$ cat config.mk
export PLATFORM = sky130hd
export DESIGN_NAME = oled_i2c_write_serializer_unit
export DESIGN_NICKNAME = d
export VERILOG_FILES = /design/src/hw/rtl/oledser_pkg.sv /design/src/hw/rtl/oledser_front.sv /design/src/hw/rtl/oledser_back.sv /design/src/hw/rtl/oled_i2c_write_serializer_unit.sv
export SDC_FILE = /design/constraint.sdc
export NUM_CORES = 1
export LEC_CHECK = 0
export ABC_AREA = 1
export BUFFER_PORTS_ARGS = -buffer_cell sky130_fd_sc_hd__buf_2
export CAP_MARGIN = 15
export CORE_ASPECT_RATIO = 1.1
export CORE_MARGIN = 3
export CORE_UTILIZATION = 47
export CTS_CLUSTER_SIZE = 40
export DETAILED_ROUTE_END_ITERATION = 10
export MAX_ROUTING_LAYER = met4
export PLACE_DENSITY = 0.78
export SETUP_SLACK_MARGIN = 0.2
export SLEW_MARGIN = 20
export SYNTH_ARGS = -nofsm -noshare
export SYNTH_HDL_FRONTEND = slang
export SYNTH_SLANG_ARGS = --single-unit
$ cat constraint.sdc
create_clock -name clock -period 2 [get_ports clock]
set_input_delay 0.1 -clock clock [delete_from_list [all_inputs] [get_ports clock]]
set_output_delay 0.1 -clock clock [all_outputs]
set_load 0.005 [all_outputs]
$ cat src/hw/rtl/oledser_pkg.sv
// ----------------------------------------------------------------------------
// oledser_pkg
// Shared types, codes and helpers for the OLED I2C write serializer.
// ----------------------------------------------------------------------------
package oledser_pkg;

   localparam int BYTES_PER_FRAME = 3;
   localparam int FRAME_W         = 8 * BYTES_PER_FRAME;
   localparam int QUEUE_DEPTH     = 2;

   localparam logic [7:0] ADDR_RESET  = 8'h78;
   localparam logic [7:0] DELAY_RESET = 8'd10;
   localparam logic [7:0] CTRL_CMD    = 8'h00;
   localparam logic [7:0] CTRL_DATA   = 8'h40;

   // request operation codes
   typedef enum logic [1:0] {
      OP_TICK  = 2'd0,
      OP_CMD   = 2'd1,
      OP_DATA  = 2'd2,
      OP_UNUSED = 2'd3
   } op_type;

   // configuration register indexes
   typedef enum logic {
      CSR_DEVICE_ADDRESS = 1'b0,
      CSR_DELAY_TICKS    = 1'b1
   } csr_index_type;

   typedef struct packed {
      logic [1:0] operation;
      logic [7:0] payload;
   } req_data_type;

   typedef struct packed {
      logic scl_level;
      logic sda_level;
      logic busy_res;
      logic done_res;
      logic rejected;
   } rsp_data_type;

   // classified queue entry
   typedef struct packed {
      logic       start_req;
      logic       is_data;
      logic [7:0] payload;
   } qent_type;

   // queue head as seen by the back end
   typedef struct packed {
      logic     valid;
      qent_type ent;
   } qhead_type;

   // bit to put on SDA for byte bn, bit bt (MSB first)
   function automatic logic frame_bit(input logic [FRAME_W-1:0] frame,
                                      input logic [1:0] bn,
                                      input logic [2:0] bt);
      logic [1:0] bsel;
      logic [4:0] idx;
      if (bn >= 2'(BYTES_PER_FRAME - 1)) begin
         bsel = 2'd0;
      end else begin
         bsel = 2'(BYTES_PER_FRAME - 1) - bn;
      end
      idx = {bsel, ~bt};
      return frame[idx];
   endfunction

endpackage

$ cat src/hw/rtl/oledser_front.sv
// ----------------------------------------------------------------------------
// oledser_front
// Accepts request transactions, decodes the operation and queues them.
// ----------------------------------------------------------------------------
module oledser_front import oledser_pkg::*; (
   input  logic         clock,
   input  logic         reset,
   input  logic         req_valid,
   output logic         req_ready,
   input  req_data_type req_data,
   output qhead_type    q_head,
   input  logic         q_pop
);

   qent_type   slot_ff [QUEUE_DEPTH];
   logic       wr_ptr_ff, wr_ptr_in;
   logic       rd_ptr_ff, rd_ptr_in;
   logic [1:0] count_ff, count_in;
   logic       push;
   qent_type   ent;

   always_comb begin
      ent.start_req = (req_data.operation == OP_CMD) || (req_data.operation == OP_DATA);
      ent.is_data   = (req_data.operation == OP_DATA);
      ent.payload   = req_data.payload;
   end

   assign req_ready = (count_ff != 2'(QUEUE_DEPTH));
   assign push      = req_valid && req_ready;

   assign q_head.valid = (count_ff != 2'd0);
   assign q_head.ent   = slot_ff[rd_ptr_ff];

   always_comb begin
      wr_ptr_in = push  ? ~wr_ptr_ff : wr_ptr_ff;
      rd_ptr_in = q_pop ? ~rd_ptr_ff : rd_ptr_ff;
      count_in  = count_ff + 2'(push) - 2'(q_pop);
   end

   always_ff @(posedge clock) begin
      if (reset) begin
         wr_ptr_ff <= 1'b0;
         rd_ptr_ff <= 1'b0;
         count_ff  <= 2'd0;
      end else begin
         wr_ptr_ff <= wr_ptr_in;
         rd_ptr_ff <= rd_ptr_in;
         count_ff  <= count_in;
      end
   end

   always_ff @(posedge clock) begin
      if (push) begin
         slot_ff[wr_ptr_ff] <= ent;
      end
   end

endmodule

$ cat src/hw/rtl/oledser_back.sv
// ----------------------------------------------------------------------------
// oledser_back
// Line sequencer: one tick per queued transaction, result held in an
// output register until taken.
// ----------------------------------------------------------------------------
module oledser_back import oledser_pkg::*; (
   input  logic          clock,
   input  logic          reset,
   input  logic          csr_write_enable,
   input  logic          csr_index,
   input  logic [7:0]    csr_write_data,
   input  qhead_type     q_head,
   output logic          q_pop,
   output logic          rsp_valid,
   input  logic          rsp_ready,
   output rsp_data_type  rsp_data
);

   typedef enum logic [9:0] {
      PH_IDLE       = 10'b00_0000_0001,
      PH_START_HIGH = 10'b00_0000_0010,
      PH_START_FALL = 10'b00_0000_0100,
      PH_BIT_LOW    = 10'b00_0000_1000,
      PH_BIT_HIGH   = 10'b00_0001_0000,
      PH_ACK_LOW    = 10'b00_0010_0000,
      PH_ACK_HIGH   = 10'b00_0100_0000,
      PH_STOP_LOW   = 10'b00_1000_0000,
      PH_STOP_RISE  = 10'b01_0000_0000,
      PH_STOP_END   = 10'b10_0000_0000
   } phase_type;

   logic [7:0]         dev_addr_ff;
   logic [7:0]         delay_ff;
   phase_type          phase_ff, phase_in;
   logic [1:0]         byte_ff, byte_in;
   logic [2:0]         bit_ff, bit_in;
   logic [FRAME_W-1:0] frame_ff, frame_in;
   logic [7:0]         wait_ff, wait_in;
   logic               scl_ff, scl_in;
   logic               sda_ff, sda_in;
   logic               rsp_valid_ff, rsp_valid_in;
   rsp_data_type       rsp_ff, rsp_in;
   logic               step;
   logic [7:0]         load;
   logic [7:0]         wdec;
   logic               rej;
   logic               done;

   // advance when a tick is queued and the output slot frees up this cycle
   assign step  = q_head.valid && (!rsp_valid_ff || rsp_ready);
   assign q_pop = step;
   assign load  = (delay_ff == 8'd0) ? 8'd1 : delay_ff;
   assign wdec  = (wait_ff != 8'd0) ? wait_ff - 8'd1 : 8'd0;

   always_comb begin
      phase_in = phase_ff;
      byte_in  = byte_ff;
      bit_in   = bit_ff;
      frame_in = frame_ff;
      wait_in  = wait_ff;
      scl_in   = scl_ff;
      sda_in   = sda_ff;
      rej      = 1'b0;
      done     = 1'b0;
      if (phase_ff == PH_IDLE) begin
         if (q_head.ent.start_req) begin
            frame_in = {dev_addr_ff, q_head.ent.is_data ? CTRL_DATA : CTRL_CMD,
                        q_head.ent.payload};
            byte_in  = 2'd0;
            bit_in   = 3'd0;
            phase_in = PH_START_HIGH;
            scl_in   = 1'b1;
            sda_in   = 1'b1;
            wait_in  = load;
         end
      end else begin
         rej     = q_head.ent.start_req;
         wait_in = wdec;
         if (wdec == 8'd0) begin
            wait_in = load;
            unique case (phase_ff)
               PH_START_HIGH: begin
                  phase_in = PH_START_FALL;
                  scl_in   = 1'b1;
                  sda_in   = 1'b0;
               end
               PH_START_FALL: begin
                  phase_in = PH_BIT_LOW;
                  scl_in   = 1'b0;
                  sda_in   = frame_bit(frame_ff, byte_ff, bit_ff);
               end
               PH_BIT_LOW: begin
                  phase_in = PH_BIT_HIGH;
                  scl_in   = 1'b1;
               end
               PH_BIT_HIGH: begin
                  if (bit_ff == 3'd7) begin
                     bit_in   = 3'd0;
                     phase_in = PH_ACK_LOW;
                     scl_in   = 1'b0;
                     sda_in   = 1'b1;
                  end else begin
                     bit_in   = bit_ff + 3'd1;
                     phase_in = PH_BIT_LOW;
                     scl_in   = 1'b0;
                     sda_in   = frame_bit(frame_ff, byte_ff, bit_ff + 3'd1);
                  end
               end
               PH_ACK_LOW: begin
                  phase_in = PH_ACK_HIGH;
                  scl_in   = 1'b1;
                  sda_in   = 1'b1;
               end
               PH_ACK_HIGH: begin
                  if (byte_ff >= 2'(BYTES_PER_FRAME - 1)) begin
                     phase_in = PH_STOP_LOW;
                     scl_in   = 1'b0;
                     sda_in   = 1'b0;
                  end else begin
                     byte_in  = byte_ff + 2'd1;
                     bit_in   = 3'd0;
                     phase_in = PH_BIT_LOW;
                     scl_in   = 1'b0;
                     sda_in   = frame_bit(frame_ff, byte_ff + 2'd1, 3'd0);
                  end
               end
               PH_STOP_LOW: begin
                  phase_in = PH_STOP_RISE;
                  scl_in   = 1'b1;
                  sda_in   = 1'b0;
               end
               PH_STOP_RISE: begin
                  phase_in = PH_STOP_END;
                  scl_in   = 1'b1;
                  sda_in   = 1'b1;
               end
               PH_STOP_END: begin
                  phase_in = PH_IDLE;
                  wait_in  = 8'd0;
                  scl_in   = 1'b1;
                  sda_in   = 1'b1;
                  done     = 1'b1;
               end
               default: begin
                  phase_in = PH_IDLE;
                  wait_in  = 8'd0;
                  scl_in   = 1'b1;
                  sda_in   = 1'b1;
               end
            endcase
         end
      end
   end

   always_comb begin
      rsp_in.scl_level = scl_in;
      rsp_in.sda_level = sda_in;
      rsp_in.busy_res  = (phase_in != PH_IDLE);
      rsp_in.done_res  = done;
      rsp_in.rejected  = rej;
      rsp_valid_in     = step || (rsp_valid_ff && !rsp_ready);
   end

   always_ff @(posedge clock) begin
      if (reset) begin
         dev_addr_ff  <= ADDR_RESET;
         delay_ff     <= DELAY_RESET;
         phase_ff     <= PH_IDLE;
         byte_ff      <= 2'd0;
         bit_ff       <= 3'd0;
         frame_ff     <= '0;
         wait_ff      <= 8'd0;
         scl_ff       <= 1'b1;
         sda_ff       <= 1'b1;
         rsp_valid_ff <= 1'b0;
      end else begin
         if (csr_write_enable) begin
            unique case (csr_index)
               CSR_DEVICE_ADDRESS: dev_addr_ff <= csr_write_data;
               CSR_DELAY_TICKS:    delay_ff    <= csr_write_data;
               default:            ;
            endcase
         end
         if (step) begin
            phase_ff <= phase_in;
            byte_ff  <= byte_in;
            bit_ff   <= bit_in;
            frame_ff <= frame_in;
            wait_ff  <= wait_in;
            scl_ff   <= scl_in;
            sda_ff   <= sda_in;
         end
         rsp_valid_ff <= rsp_valid_in;
      end
   end

   always_ff @(posedge clock) begin
      if (step) begin
         rsp_ff <= rsp_in;
      end
   end

   assign rsp_valid = rsp_valid_ff;
   assign rsp_data  = rsp_ff;

   // done and busy never show together
   a_done_not_busy: assert property (@(posedge clock) disable iff (reset)
      rsp_valid_ff |-> !(rsp_ff.done_res && rsp_ff.busy_res))
      else $error("done reported while busy");

   // idle sequencer holds no pending delay
   a_idle_wait_clear: assert property (@(posedge clock) disable iff (reset)
      (phase_ff == PH_IDLE) |-> (wait_ff == 8'd0))
      else $error("wait count left over in idle");

   // phase holds while the delay still runs
   a_hold_in_delay: assert property (@(posedge clock) disable iff (reset)
      (step && (phase_ff != PH_IDLE) && (wait_ff > 8'd1)) |=> $stable(phase_ff))
      else $error("phase moved before delay elapsed");

   // a start from idle always opens with the start-high segment
   a_start_entry: assert property (@(posedge clock) disable iff (reset)
      (step && (phase_ff == PH_IDLE) && q_head.ent.start_req)
         |=> (phase_ff == PH_START_HIGH))
      else $error("start did not enter start-high");

   // rejection only reported for a step taken mid-transaction
   a_reject_busy: assert property (@(posedge clock) disable iff (reset)
      (step && (phase_ff == PH_IDLE)) |=> !rsp_ff.rejected)
      else $error("request rejected while idle");

endmodule

$ cat src/hw/rtl/oled_i2c_write_serializer_unit.sv
// ----------------------------------------------------------------------------
// oled_i2c_write_serializer_unit
// Write-only I2C master for an OLED display controller, stepped by ticks.
// ----------------------------------------------------------------------------
// Usage:
//   Each req_ transaction is one tick of the line sequencer. operation picks
//   tick only, start command write (control 0x00) or start data write
//   (control 0x40); payload is latched when a start is taken from idle.
//   Every tick yields exactly one rsp_ transaction carrying the SCL/SDA
//   levels after that tick plus busy, done and rejected flags.
//   A frame is: start, device address, control byte, payload (MSB first,
//   one unsampled ACK clock after each byte), stop. Every line segment lasts
//   delay_ticks ticks (0 behaves as 1).
//   csr_ writes set device_address (index 0) and delay_ticks (index 1); they
//   must be made only while no tick is in flight; the block does not enforce it.
// Timing:
//   A tick is written into the two-entry front queue, then lands in the
//   sequencer output register that drives rsp_valid and rsp_data.
//   Throughput is one tick per cycle while rsp_ready does not hold the result.
// Reset: lines released high, sequencer idle, queue and output empty,
//   registers back to 0x78 and 10.
// Stall: when rsp_ready is low the result holds; the queue keeps taking
//   ticks until its two entries are full, then req_ready drops.
// ----------------------------------------------------------------------------
module oled_i2c_write_serializer_unit import oledser_pkg::*; (
   input  logic         clock,
   input  logic         reset,
   input  logic         req_valid,
   output logic         req_ready,
   input  req_data_type req_data,
   output logic         rsp_valid,
   input  logic         rsp_ready,
   output rsp_data_type rsp_data,
   input  logic         csr_write_enable,
   input  logic         csr_index,
   input  logic [7:0]   csr_write_data
);

   qhead_type q_head;
   logic      q_pop;

   // front end: decode and buffer ticks
   oledser_front u_front (
      .clock     (clock),
      .reset     (reset),
      .req_valid (req_valid),
      .req_ready (req_ready),
      .req_data  (req_data),
      .q_head    (q_head),
      .q_pop     (q_pop)
   );

   // back end: line sequencer and result register
   oledser_back u_back (
      .clock            (clock),
      .reset            (reset),
      .csr_write_enable (csr_write_enable),
      .csr_index        (csr_index),
      .csr_write_data   (csr_write_data),
      .q_head           (q_head),
      .q_pop            (q_pop),
      .rsp_valid        (rsp_valid),
      .rsp_ready        (rsp_ready),
      .rsp_data         (rsp_data)
   );

endmodule

; Word level (Yosys, flattened, before mapping)
; Memories as Yosys holds them, arrays and structs flattened. A register that Yosys moved wholly into a read port is not among the register bits.
; Index checks and enable logic that the tools add are counted.
[totals]
ff_bits = 75
latchBits = 0
ram_bits = 20
mem_bits_ro = 0
in_bits = 24
mem_count = 1
[memory_table]
columns = name, words, word_bits, read_ports, rd_clocked_by_memory_dff, wr, line_no
row1 = u_front.slot_ff, 2, 10, 1, 1, 1, oledser_front.sv:15  ; qent_type slot_ff [QUEUE_DEPTH];
[classes]
addsub = 7
mul = 0
n_div = 0
n_lt_le_gt_ge = 5
eq_ne = 18
shifts = 0
muxes = 58
bitwise_logic = 6
n_reduce_logical = 25
[op_table]
columns = op, count
row1 = 10-bit case mux with 8 select lines, 1
row2 = 8-bit two-way mux, 7
row3 = 2-bit two-way mux, 18
row4 = 10-bit two-way mux, 3
row5 = 5-bit by 6-bit < comparator with 1-bit output (second input constant), 3
row6 = 1-bit two-way mux, 17
row7 = 8-bit logical NOT, 2
row8 = 3-bit two-way mux, 5
row9 = 1-bit binary-select mux with 5-bit select, 2
row10 = 10-bit by 1-bit == test with 1-bit output (second input constant), 1
row11 = 10-bit == test (second input constant), 1
row12 = 10-bit by 2-bit == test with 1-bit output (second input constant), 1
row13 = 10-bit by 3-bit == test with 1-bit output (second input constant), 1
row14 = 10-bit by 4-bit == test with 1-bit output (second input constant), 1
row15 = 10-bit by 5-bit == test with 1-bit output (second input constant), 1
row16 = 10-bit by 6-bit == test with 1-bit output (second input constant), 1
row17 = 10-bit by 7-bit == test with 1-bit output (second input constant), 1
row18 = 10-bit by 8-bit == test with 1-bit output (second input constant), 1
row19 = 10-bit by 9-bit == test with 1-bit output (second input constant), 1
row20 = 10-bit by 1-bit inequality test with 1-bit output (second input constant), 1
row21 = 5-bit AND reduction, 2
row22 = 8-bit nonzero test, 1
row23 = 8-bit OR reduction, 1
row24 = 8-bit by 1-bit subtractor with 8-bit output (second input constant), 1
row25 = other kinds (28), 45

; Depth between registers and ports, before layout
; Gate-level depths: netlist (run 1).
[logic_depth]
word_depth = 13
mapped_depth = 16
mapped_depth_nobuf = 16

; By module
; From an unflattened synthesis (run 1), not the netlist that was laid out.
[hier_totals]
cells_unflattened = 629
area_unflattened_um2 = 4785.8
[by_module_without_submodules]
columns = mod, n_inst, cells_per_inst, area_per_inst_um2, seq_area_each_um2
row1 = oledser_back, 1, 563, 3759.9, 1331.3
row2 = oledser_front, 1, 66, 1026.0, 700.7

; Worst setup path after synthesis (run 1)
; No wires, ideal clock.
[synth_timing]
path_kind = register to register
start = reg u_front.count_ff[1]
end = reg u_front.count_ff[1]
setup_ns = 0.121
arrival_ns = 1.966
path_slack_ns = -0.087
path_stages_with_launch = 10
path_buffers = 1
path_cell_list = dfxtp_1 o21ai_1 inv_1 clkbuf_1 ha_1 inv_1 ha_1 xor2_1 o21ai_0 a21oi_1
[synth_via]
word_cells_on_any_way = 6
[synth_lines]
columns = item, line_no
row1 = start: declaration, oledser_front.sv:18  ; logic [1:0] count_ff, count_in;
row2 = start signal: assignment, oledser_front.sv:48  ; count_ff <= count_in;
row3 = 2-bit nonzero test, oledser_front.sv:31  ; assign q_head.valid = (count_ff != 2'd0);
row4 = 1-bit logical AND, oledser_back.sv:50  ; assign step = q_head.valid && (!rsp_valid_ff || rsp_ready);
row5 = via q_pop, oled_i2c_write_serializer_unit.sv:40  ; logic q_pop;
row6 = 2-bit by 1-bit subtractor with 2-bit output, oledser_front.sv:37  ; count_in = count_ff + 2'(push) - 2'(q_pop);
; The timed path passes the listed nets, and every way through them passes these cells.
; A chain may end at the register's enable or synchronous reset.

==> metrics.md, run 1 <==
| Metric | Value |
|---|---|
| CP Buf/Inv Count | 4 |
| DPL Wire Length | 8.17 mm |
| Diode count | 0 |
| Yosys cell types | 39 |
| Routed vias/inst | roughly 5.3 |
| H-tree levels | 3 |
| I/O pin total | 31 |
| Syn_nets | between 600 and 700 |
| Clock sinks | between 80 and 90 |
| Max Freq | around 480 MHz |
| CTS tree | yes |
| Worst r2r dst | u_back.rsp_data[2] |
| R2R setup slack | -0.09 ns |
| Switching power | around 4.6 mW |
| Worst path top cell family by delay | simple AND/OR/NAND/NOR gates |
| Stages on worst setup path | 16 |
| Cells along the critical path | inv_2 -> ha_4 -> nand2_4 -> nor2_4 -> nand3_4 -> nand3_4 -> nand2_4 -> nor2_4 -> nand2_4 -> buf_4 -> buf_6 -> o21ai_4 -> inv_1 -> nand2_1 -> nor2_1 -> nand2_1 |
| Pwr Density | 1570 nW/um^2 |
| Failing checks | setup timing |
| Synth-to-layout area growth | 29.3% |
| Clock Pin Slew Worst Setup and Hold Paths | 0.10 ns |
| Synth Cell Area | 4740 um^2 |
| Min Tclk post-route | 2.09 ns |
| Crit Path Category | reg2reg |
| Worst path slowest cell | dfxtp_2 |
| Area of the multi-input gates | roughly 2600 um^2 |
| Vias post-DR | 4636 |
| Number of synthesized register bits | between 80 and 90 |
| First-pass GRT wire length | 19.8 mm |
| FF-to-FF Start | u_back.wait_ff[1] |
| Initial antenna violation count | 0 |
| Total congestion overflow | 0 |
| Largest net degree at the start of global routing | between 40 and 50 |
| Worst-margin pin slew | between 0.3 and 0.4 ns |
| Slowest Stage Delay on Critical Path | approximately 0.35 ns |
| Leak | 2.71 nW |
| Yosys warning total | 0 |
| Clock share of power | 0.125 |
| Inserted Clock Buffers | 9 |
| Worst setup margin | -0.0888 ns |
| Nets | between 700 and 800 |
| Hold depth | 4 |
| Startpoint Class | flop |
| DRT Wirelength | 12.0 mm |
| Status | finished, violations left |
| Tot GR Track Use | 0.220 |
| Total chip power | 9.60 mW |
| Row count | 37 |
| Post-DRT Antenna Nets | 0 |
| Pre-CTS WS | -0.0159 ns |
| Final Max Tran Viols | 0 |
| Metal1 wirelength | around 5.3 mm |
| Clk_skew | between 0.01 and 0.015 ns |
| Fillcell total | 806 |
| Register area | between 2000 and 2500 um^2 |
| Mean post-synth cell area | roughly 7.3 um^2 |
| Share of cells above drive strength 1 | 0.282 |
| DR top layer | met4 |
| Hold Crit Class | in2reg |
| DRT iter0 DRCs | 290 |
| Met3 wire len | between 500 and 600 um |
| Final setup violation count | 1 |
| Register area share after synthesis | 0.429 |
| Fin crit share | 1.04 |
| Worst reg-to-reg path cell count | 16 |
| WP data arrival | around 2.3 ns |
| Worst setup path end | u_back.rsp_data[2] |
| Max clock buf depth | 2 |
| Core Area | approximately 9600 um^2 |
| Logic pwr share | 0.595 |
| Slew HR | 0.733 |
| Worst skew pair latency | about 0.36 ns |
| Setup crit start | u_back.wait_ff[1] |
| Die Y | ~110 um |
| Drt first pass iters | 5 |
| CP most frequent cell | nand2_4 |
| Vias in the first global route | 4442 |
| Sequential power share | 0.279 |
| Routed len/inst | ~14 um |
| CP Capture Type | flop |
| Post-Syn Instances | 648 |
| Final Hold Fails | 0 |
| Post-route DRC | 0 |
| Starting Density | 0.494 |
| # Max-Cap Violations | 0 |
| Final RePlAce weighted congestion | about 0.93 |
| Req. time, crit path | about 2.2 ns |
| CP max FO | 7 |
| Sw frac | 0.474 |
| Power Internal | 5.05 mW |
| Wire length on met2 | between 5 and 6 mm |
| Die width | just over 100 um |
| Peak VDD IR | approximately 0.59 mV |
| RSZ-0062 raised after global routing | yes |
| Port-buffer cells | 30 |
| CTS root buf | clkbuf_8 |
| Die area | about 11000 um^2 |
==> cell families (layout without fill, tap and decap cells) <==
| logic type | Yosys count | count (layout) | synth area share |
|---|---|---|---|
| AOI/OAI and AO/OA | 142 | 142 | 0.160 |
| xor gates and xnor gates | 2 | 2 | 0.00370 |
| adders and majority gates | 11 | 11 | 0.0291 |
| and+or+nand+nor | 297 | 298 | 0.291 |
| buffers and inverters | 107 | 213 | 0.0877 |
| DFF | 89 | 89 | 0.429 |
==> stage by stage <==
stage               area (um^2)  hold slack, ns   util  std cells  TNS (ns)
floorplan                  4770           0.199      -        648         0
global placement           5310           0.287  0.554        819         0
detailed placement         5310           0.292  0.554        819   -0.0159
CTS                        5900          0.0148  0.615        859   -0.0266
global route               6120          0.0507  0.639        872     -1.17
finish                     6120          0.0220  0.639        872   -0.0888
==> worst min-delay path by stage <==
stage	from	endpoint	slack, ns
floorplan	req_data[0]	u_front.slot_ff[0][0]	0.20
global placement	req_data[0]	u_front.slot_ff[0][0]	0.29
detailed placement	req_data[6]	u_front.slot_ff[1][6]	0.29
CTS	rsp_ready	u_back.rsp_valid	0.01
global route	rsp_ready	u_back.rsp_valid	0.05
finish	rsp_ready	u_back.rsp_valid	0.02
==> registers in the layout, indices dropped and copies added (netlist names), named ones only <==
register            flops
u_front.slot_ff        20
u_back.frame_ff        17
u_back.phase_ff        10
u_back.delay_ff         8
u_back.dev_addr_ff      8
u_back.wait_ff          8
u_back.rsp_data         5
u_back.bit_ff           3
u_back.byte_ff          2
u_front.count_ff        2
u_back.rsp_valid        1
u_back.scl_ff           1
u_back.sda_ff           1
u_front.rd_ptr_ff       1
u_front.wr_ptr_ff       1
==> worst register-to-register path: stages (launching register included) <==
cell     delay (ns)
dfxtp_2        0.35
inv_2          0.06
ha_4           0.17
nand2_4        0.06
nor2_4         0.10
nand3_4        0.16
nand3_4        0.15
nand2_4        0.06
nor2_4         0.16
nand2_4        0.09
buf_4          0.14
buf_6          0.12
o21ai_4        0.14
inv_1          0.06
nand2_1        0.06
nor2_1         0.04
nand2_1        0.06
==> synthesized netlist by cell type <==
cell type | count | area share
o2111ai_1 | 1 | 0.0018
inv_1 | 82 | 0.065
nand2_4 | 1 | 0.0024
inv_2 | 8 | 0.0063
o21ai_0 | 61 | 0.064
o21ai_2 | 1 | 0.0018
nand2_1 | 126 | 0.10
nand3b_1 | 2 | 0.0032
nor2_2 | 8 | 0.011
nor2_4 | 7 | 0.017
nand3_2 | 6 | 0.013
nor3_4 | 1 | 0.0034
buf_2 | 3 | 0.0032
nor4_1 | 3 | 0.0040
clkbuf_1 | 11 | 0.0087
dfxtp_1 | 64 | 0.27
or2_2 | 3 | 0.0040
o31ai_1 | 1 | 0.0016
nor2_1 | 76 | 0.060
a31oi_1 | 11 | 0.015
clkinv_1 | 1 | 0.00079
inv_4 | 1 | 0.0013
o21ai_1 | 10 | 0.011
nand3_1 | 47 | 0.050
xor2_1 | 1 | 0.0018
nor3_1 | 2 | 0.0021
xnor2_1 | 1 | 0.0018
or2_1 | 2 | 0.0026
nand4_1 | 5 | 0.0066
edfxtp_1 | 25 | 0.16
a21oi_1 | 49 | 0.052
nand2_2 | 7 | 0.0092
nand3_4 | 1 | 0.0037
o21bai_1 | 1 | 0.0016
a21o_1 | 1 | 0.0016
ha_1 | 11 | 0.029
o211ai_1 | 5 | 0.0079
buf_6 | 1 | 0.0024
a21oi_2 | 1 | 0.0018
==> placed cells by master, fill, tap and decap left out, types with 6 or more instances in the layout <==
cell             n
a21oi_1         42
o21ai_0         52
a31oi_1         11
buf_4           52
o21ai_2          7
a21oi_2          8
nand3_4          6
dlygate4sd3_1   16
nor2_1          69
dfxtp_1         58
nor2_4          11
nand2_1        102
dfxtp_2          6
nand3_1         44
nand2_2         23
inv_2            8
ha_1             9
buf_2           30
inv_1           78
edfxtp_1        25
clkbuf_8         9
o21ai_1         11
nand2_4          9
nor2_2          11
==> layer usage <==
metal,up-vias,global-route usage
met2,147,0.363
met1,2128,0.278
met4,0,0.0594
li1,2339,-
met3,22,0.0359
met5,-,-
==> power by group through the flow <==
| stage | Sequential [mW] | Clock [mW] | Combinational, mW |
|---|---|---|---|
| global placement | 2.66 | 0 | 4.49 |
| CTS | 2.65 | 1.23 | 5.19 |
| floorplan | 2.64 | 0 | 3.21 |
| global route | 2.73 | 1.31 | 6.34 |
| finish | 2.68 | 1.20 | 5.72 |
| detailed placement | 2.67 | 0 | 4.57 |
==> area by class of cell <==
cell class,count,area share
multi-input combinational,453,0.424
sequential,89,0.333
timing repair buffer,105,0.128
inverter,92,0.0590
tap,117,0.0239
clock buffer,9,0.0202
clock inverter,7,0.0118
==> what timing repair did <==
action,in CTS,in global routing
resized for setup,51,42
buffers inserted,7,13
endpoints found under the setup margin,26,46
gates cloned,1,0
hold buffers,16,0
endpoints found under the hold margin,26,0
pin swaps,31,13
Power figures use the tool's default switching activity.
==> inputs of run 2 (changes only) <==
--- a/config.mk
+++ b/config.mk
@@ -13,7 +13,6 @@
 export CORE_UTILIZATION = 47
 export CTS_CLUSTER_SIZE = 40
 export DETAILED_ROUTE_END_ITERATION = 10
-export MAX_ROUTING_LAYER = met4
 export PLACE_DENSITY = 0.78
 export SETUP_SLACK_MARGIN = 0.2
 export SLEW_MARGIN = 20
==> run 2 against run 1 <==
The flow still finishes with violations (setup timing). Flip-flop and latch count stayed put. Clock power hardly changed. Combinational power is 14% higher. Clock skew is 0.0024 ns lower. Die area stayed put.
==> metrics.md, run 2 (synthesis gave the netlist of run 1 again) <==
| Metric | Value |
|---|---|
| Routed vias/inst | 5.42 (+2.0%) |
| Status | finished, violations left |
| Total chip power | 10.4 mW (+8.8%) |
| DRT Wirelength | 12.9 mm (+7.8%) |
| Clock sinks | 89 (unchanged) |
| First-pass GRT wire length | 20.8 mm (+5.2%) |
| Largest net degree at the start of global routing | 49 (unchanged) |
| Nets | 794 (+1.1%) |
| Post-route DRC | 0 (unchanged) |
| Clk_skew | 0.0124 ns (-0.00239 ns) |
| Slew HR | 0.718 (-0.0145) |
| Final Hold Fails | 0 (unchanged) |
| Max clock buf depth | 2 (unchanged) |
| Peak VDD IR | 0.772 mV (+31%) |
| Failing checks | setup timing |
| Final RePlAce weighted congestion | 0.900 (-3.3%) |
| RSZ-0062 raised after global routing | yes |
| Final setup violation count | 9 (+8) |
| Leak | 2.82 nW (+4.1%) |
| Vias post-DR | 4776 (+3.0%) |
| Worst-margin pin slew | 0.419 ns (+0.0216 ns) |
| Final core occ | 0.670 (+0.0304) |
| Max reg flops | 20 (unchanged) |
| Worst setup margin | -0.0361 ns (+0.0527 ns) |
| Setup TNS | -0.161 ns (-0.0727 ns) |
| Hold Crit Class | in2reg |
| CTS root buf | clkbuf_8 |
| I/O pin total | 31 (unchanged) |
| Row count | 37 (unchanged) |
| Min Tclk post-route | 2.04 ns (-0.0527 ns) |
| DPL Wire Length | 8.36 mm (+2.4%) |
| Starting Density | 0.494 (unchanged) |
| WP data arrival | 2.17 ns (-0.16 ns) |
| Vias in the first global route | 4609 (+3.8%) |
| Commonest non-fill, non-tap cell in the layout | nand2_1 |
| Final instance area | 6420 um^2 (+4.8%) |
| Worst skew pair latency | 0.37 ns (about the same) |
| Fin crit share | 1.02 (-0.0263) |
| Most frequent cells in the layout | 100 x nand2_1, 77 x inv_1, 68 x nor2_1, 58 x dfxtp_1, 55 x buf_4 |
| Post-DRT Antenna Nets | 0 (unchanged) |
| H-tree levels | 3 (unchanged) |
| CP max FO | 5 (-2) |
| Startpoint Class | flop |
| Max Freq | 491 MHz (+2.6%) |
| CP Capture Type | flop |
| Inserted Clock Buffers | 9 (unchanged) |
| Die Y | 111 um (unchanged) |
| Req. time, crit path | 2.13 ns (-0.11 ns) |
| Reg with most FFs | u_front.slot_ff |
| Placed cell area | 5280 um^2 (-0.57%) |
| Routed len/inst | 14.7 um (+6.7%) |
| Crit Path Category | reg2reg |
| Final Max Tran Viols | 0 (unchanged) |
| Share of cells above drive strength 1 | 0.325 (+0.0425) |
| Initial antenna violation count | 0 (unchanged) |
| DRT iter0 DRCs | 322 (+11%) |
| Drt first pass iters | 7 (+2) |
| Pwr Density | 1630 nW/um^2 (+3.9%) |
| Diode count | 0 (unchanged) |
| # Max-Cap Violations | 0 (unchanged) |
| Pre-CTS WS | -0.0626 ns (-0.0467 ns) |
| Die area | 11300 um^2 (unchanged) |
| Total congestion overflow | 0 (unchanged) |
| Core Area | 9580 um^2 (unchanged) |
| Tot GR Track Use | 0.226 (+0.00601) |
| Largest regs | u_front.slot_ff x20, u_back.frame_ff x17, u_back.phase_ff x10 |
| Synth-to-layout area growth | 35.5% |
| Clock Pin Slew Worst Setup and Hold Paths | 0.10 ns (about the same) |
| Port-buffer cells | 30 (unchanged) |
| Die width | 102 um (unchanged) |
| CTS tree | yes |
-- run 2: changes by cell type in the layout (fill, tap and decap cells not counted), sizes merged --
cell,before,now
clkinvlp,4,0
inv,92,93
clkinv,3,7
buf,88,96
-- run 2: metrics by stage --
stage / hold slack [ns] / std cells
floorplan: 0.199 / 648
global placement: 0.287 / 815
detailed placement: 0.291 / 815
CTS: 0.00401 / 865
global route: 0.0437 / 881
finish: 0.0180 / 881
-- run 2: what timing repair did --
action / CTS / global route
endpoints found under the setup margin: 28 / 46
resized for setup: 49 / 100
pin swaps: 30 / 26
hold buffers: 16 / 0
cloned: 1 / 2
buffers inserted: 17 / 14
hold endpoints to repair: 27 / 0
-- run 2: final timing paths --
path	startpoint	endpoint	slack [ns]	cells after the start
max	u_back.wait_ff[1]	u_back.rsp_data[2]	-0.04	17
min reg2reg	u_front.rd_ptr_ff	flop	0.48	1
max reg2reg	u_back.wait_ff[1]	u_back.rsp_data[2]	-0.04	17
min	rsp_ready	u_back.rsp_valid	0.02	4
-- run 2: cell type report --
type / count / area (um^2)
Fill cell: 732 / 3170
Inverter: 92 / 363
Timing Repair inverter: 1 / 8.76
Clock inverter: 7 / 73.8
Sequential cell: 89 / 2040
Tap cell: 117 / 146
Clock buffer: 9 / 124
Multi-Input combinational cell: 453 / 2760
Timing Repair Buffer: 113 / 897
-- run 2: worst max-delay path, stage by stage (launching register included) --
cell and delay [ns]:
dfxtp_2 0.36, inv_2 0.05, ha_4 0.17, buf_6 0.12, nand2_4 0.07, nand2_1 0.07, nand2_2 0.08, inv_1 0.06
nand2_4 0.07, nand2_2 0.06, nor2_4 0.16, nand2_4 0.09, nand2_2 0.08, nand2_2 0.05, nor2_1 0.08, nand3_1 0.08
nor2_1 0.09, nand2_1 0.05
-- run 2: where the power goes --
part / internal (mW) / total (mW) / switching (mW)
logic: 2.67 / 6.52 / 3.85
registers: 2.35 / 2.70 / 0.350
clock network: 0.490 / 1.22 / 0.733
total: 5.52 / 10.4 / 4.93
-- run 2: metal layers --
metal | vias up | global-route usage | routed length (um)
li1 | 2350 | - | -
met5 | - | 0 | 0
met4 | 0 | 0.0842 | 447
met3 | 49 | 0.0434 | 636
met2 | 170 | 0.388 | 6530
met1 | 2207 | 0.276 | 5310
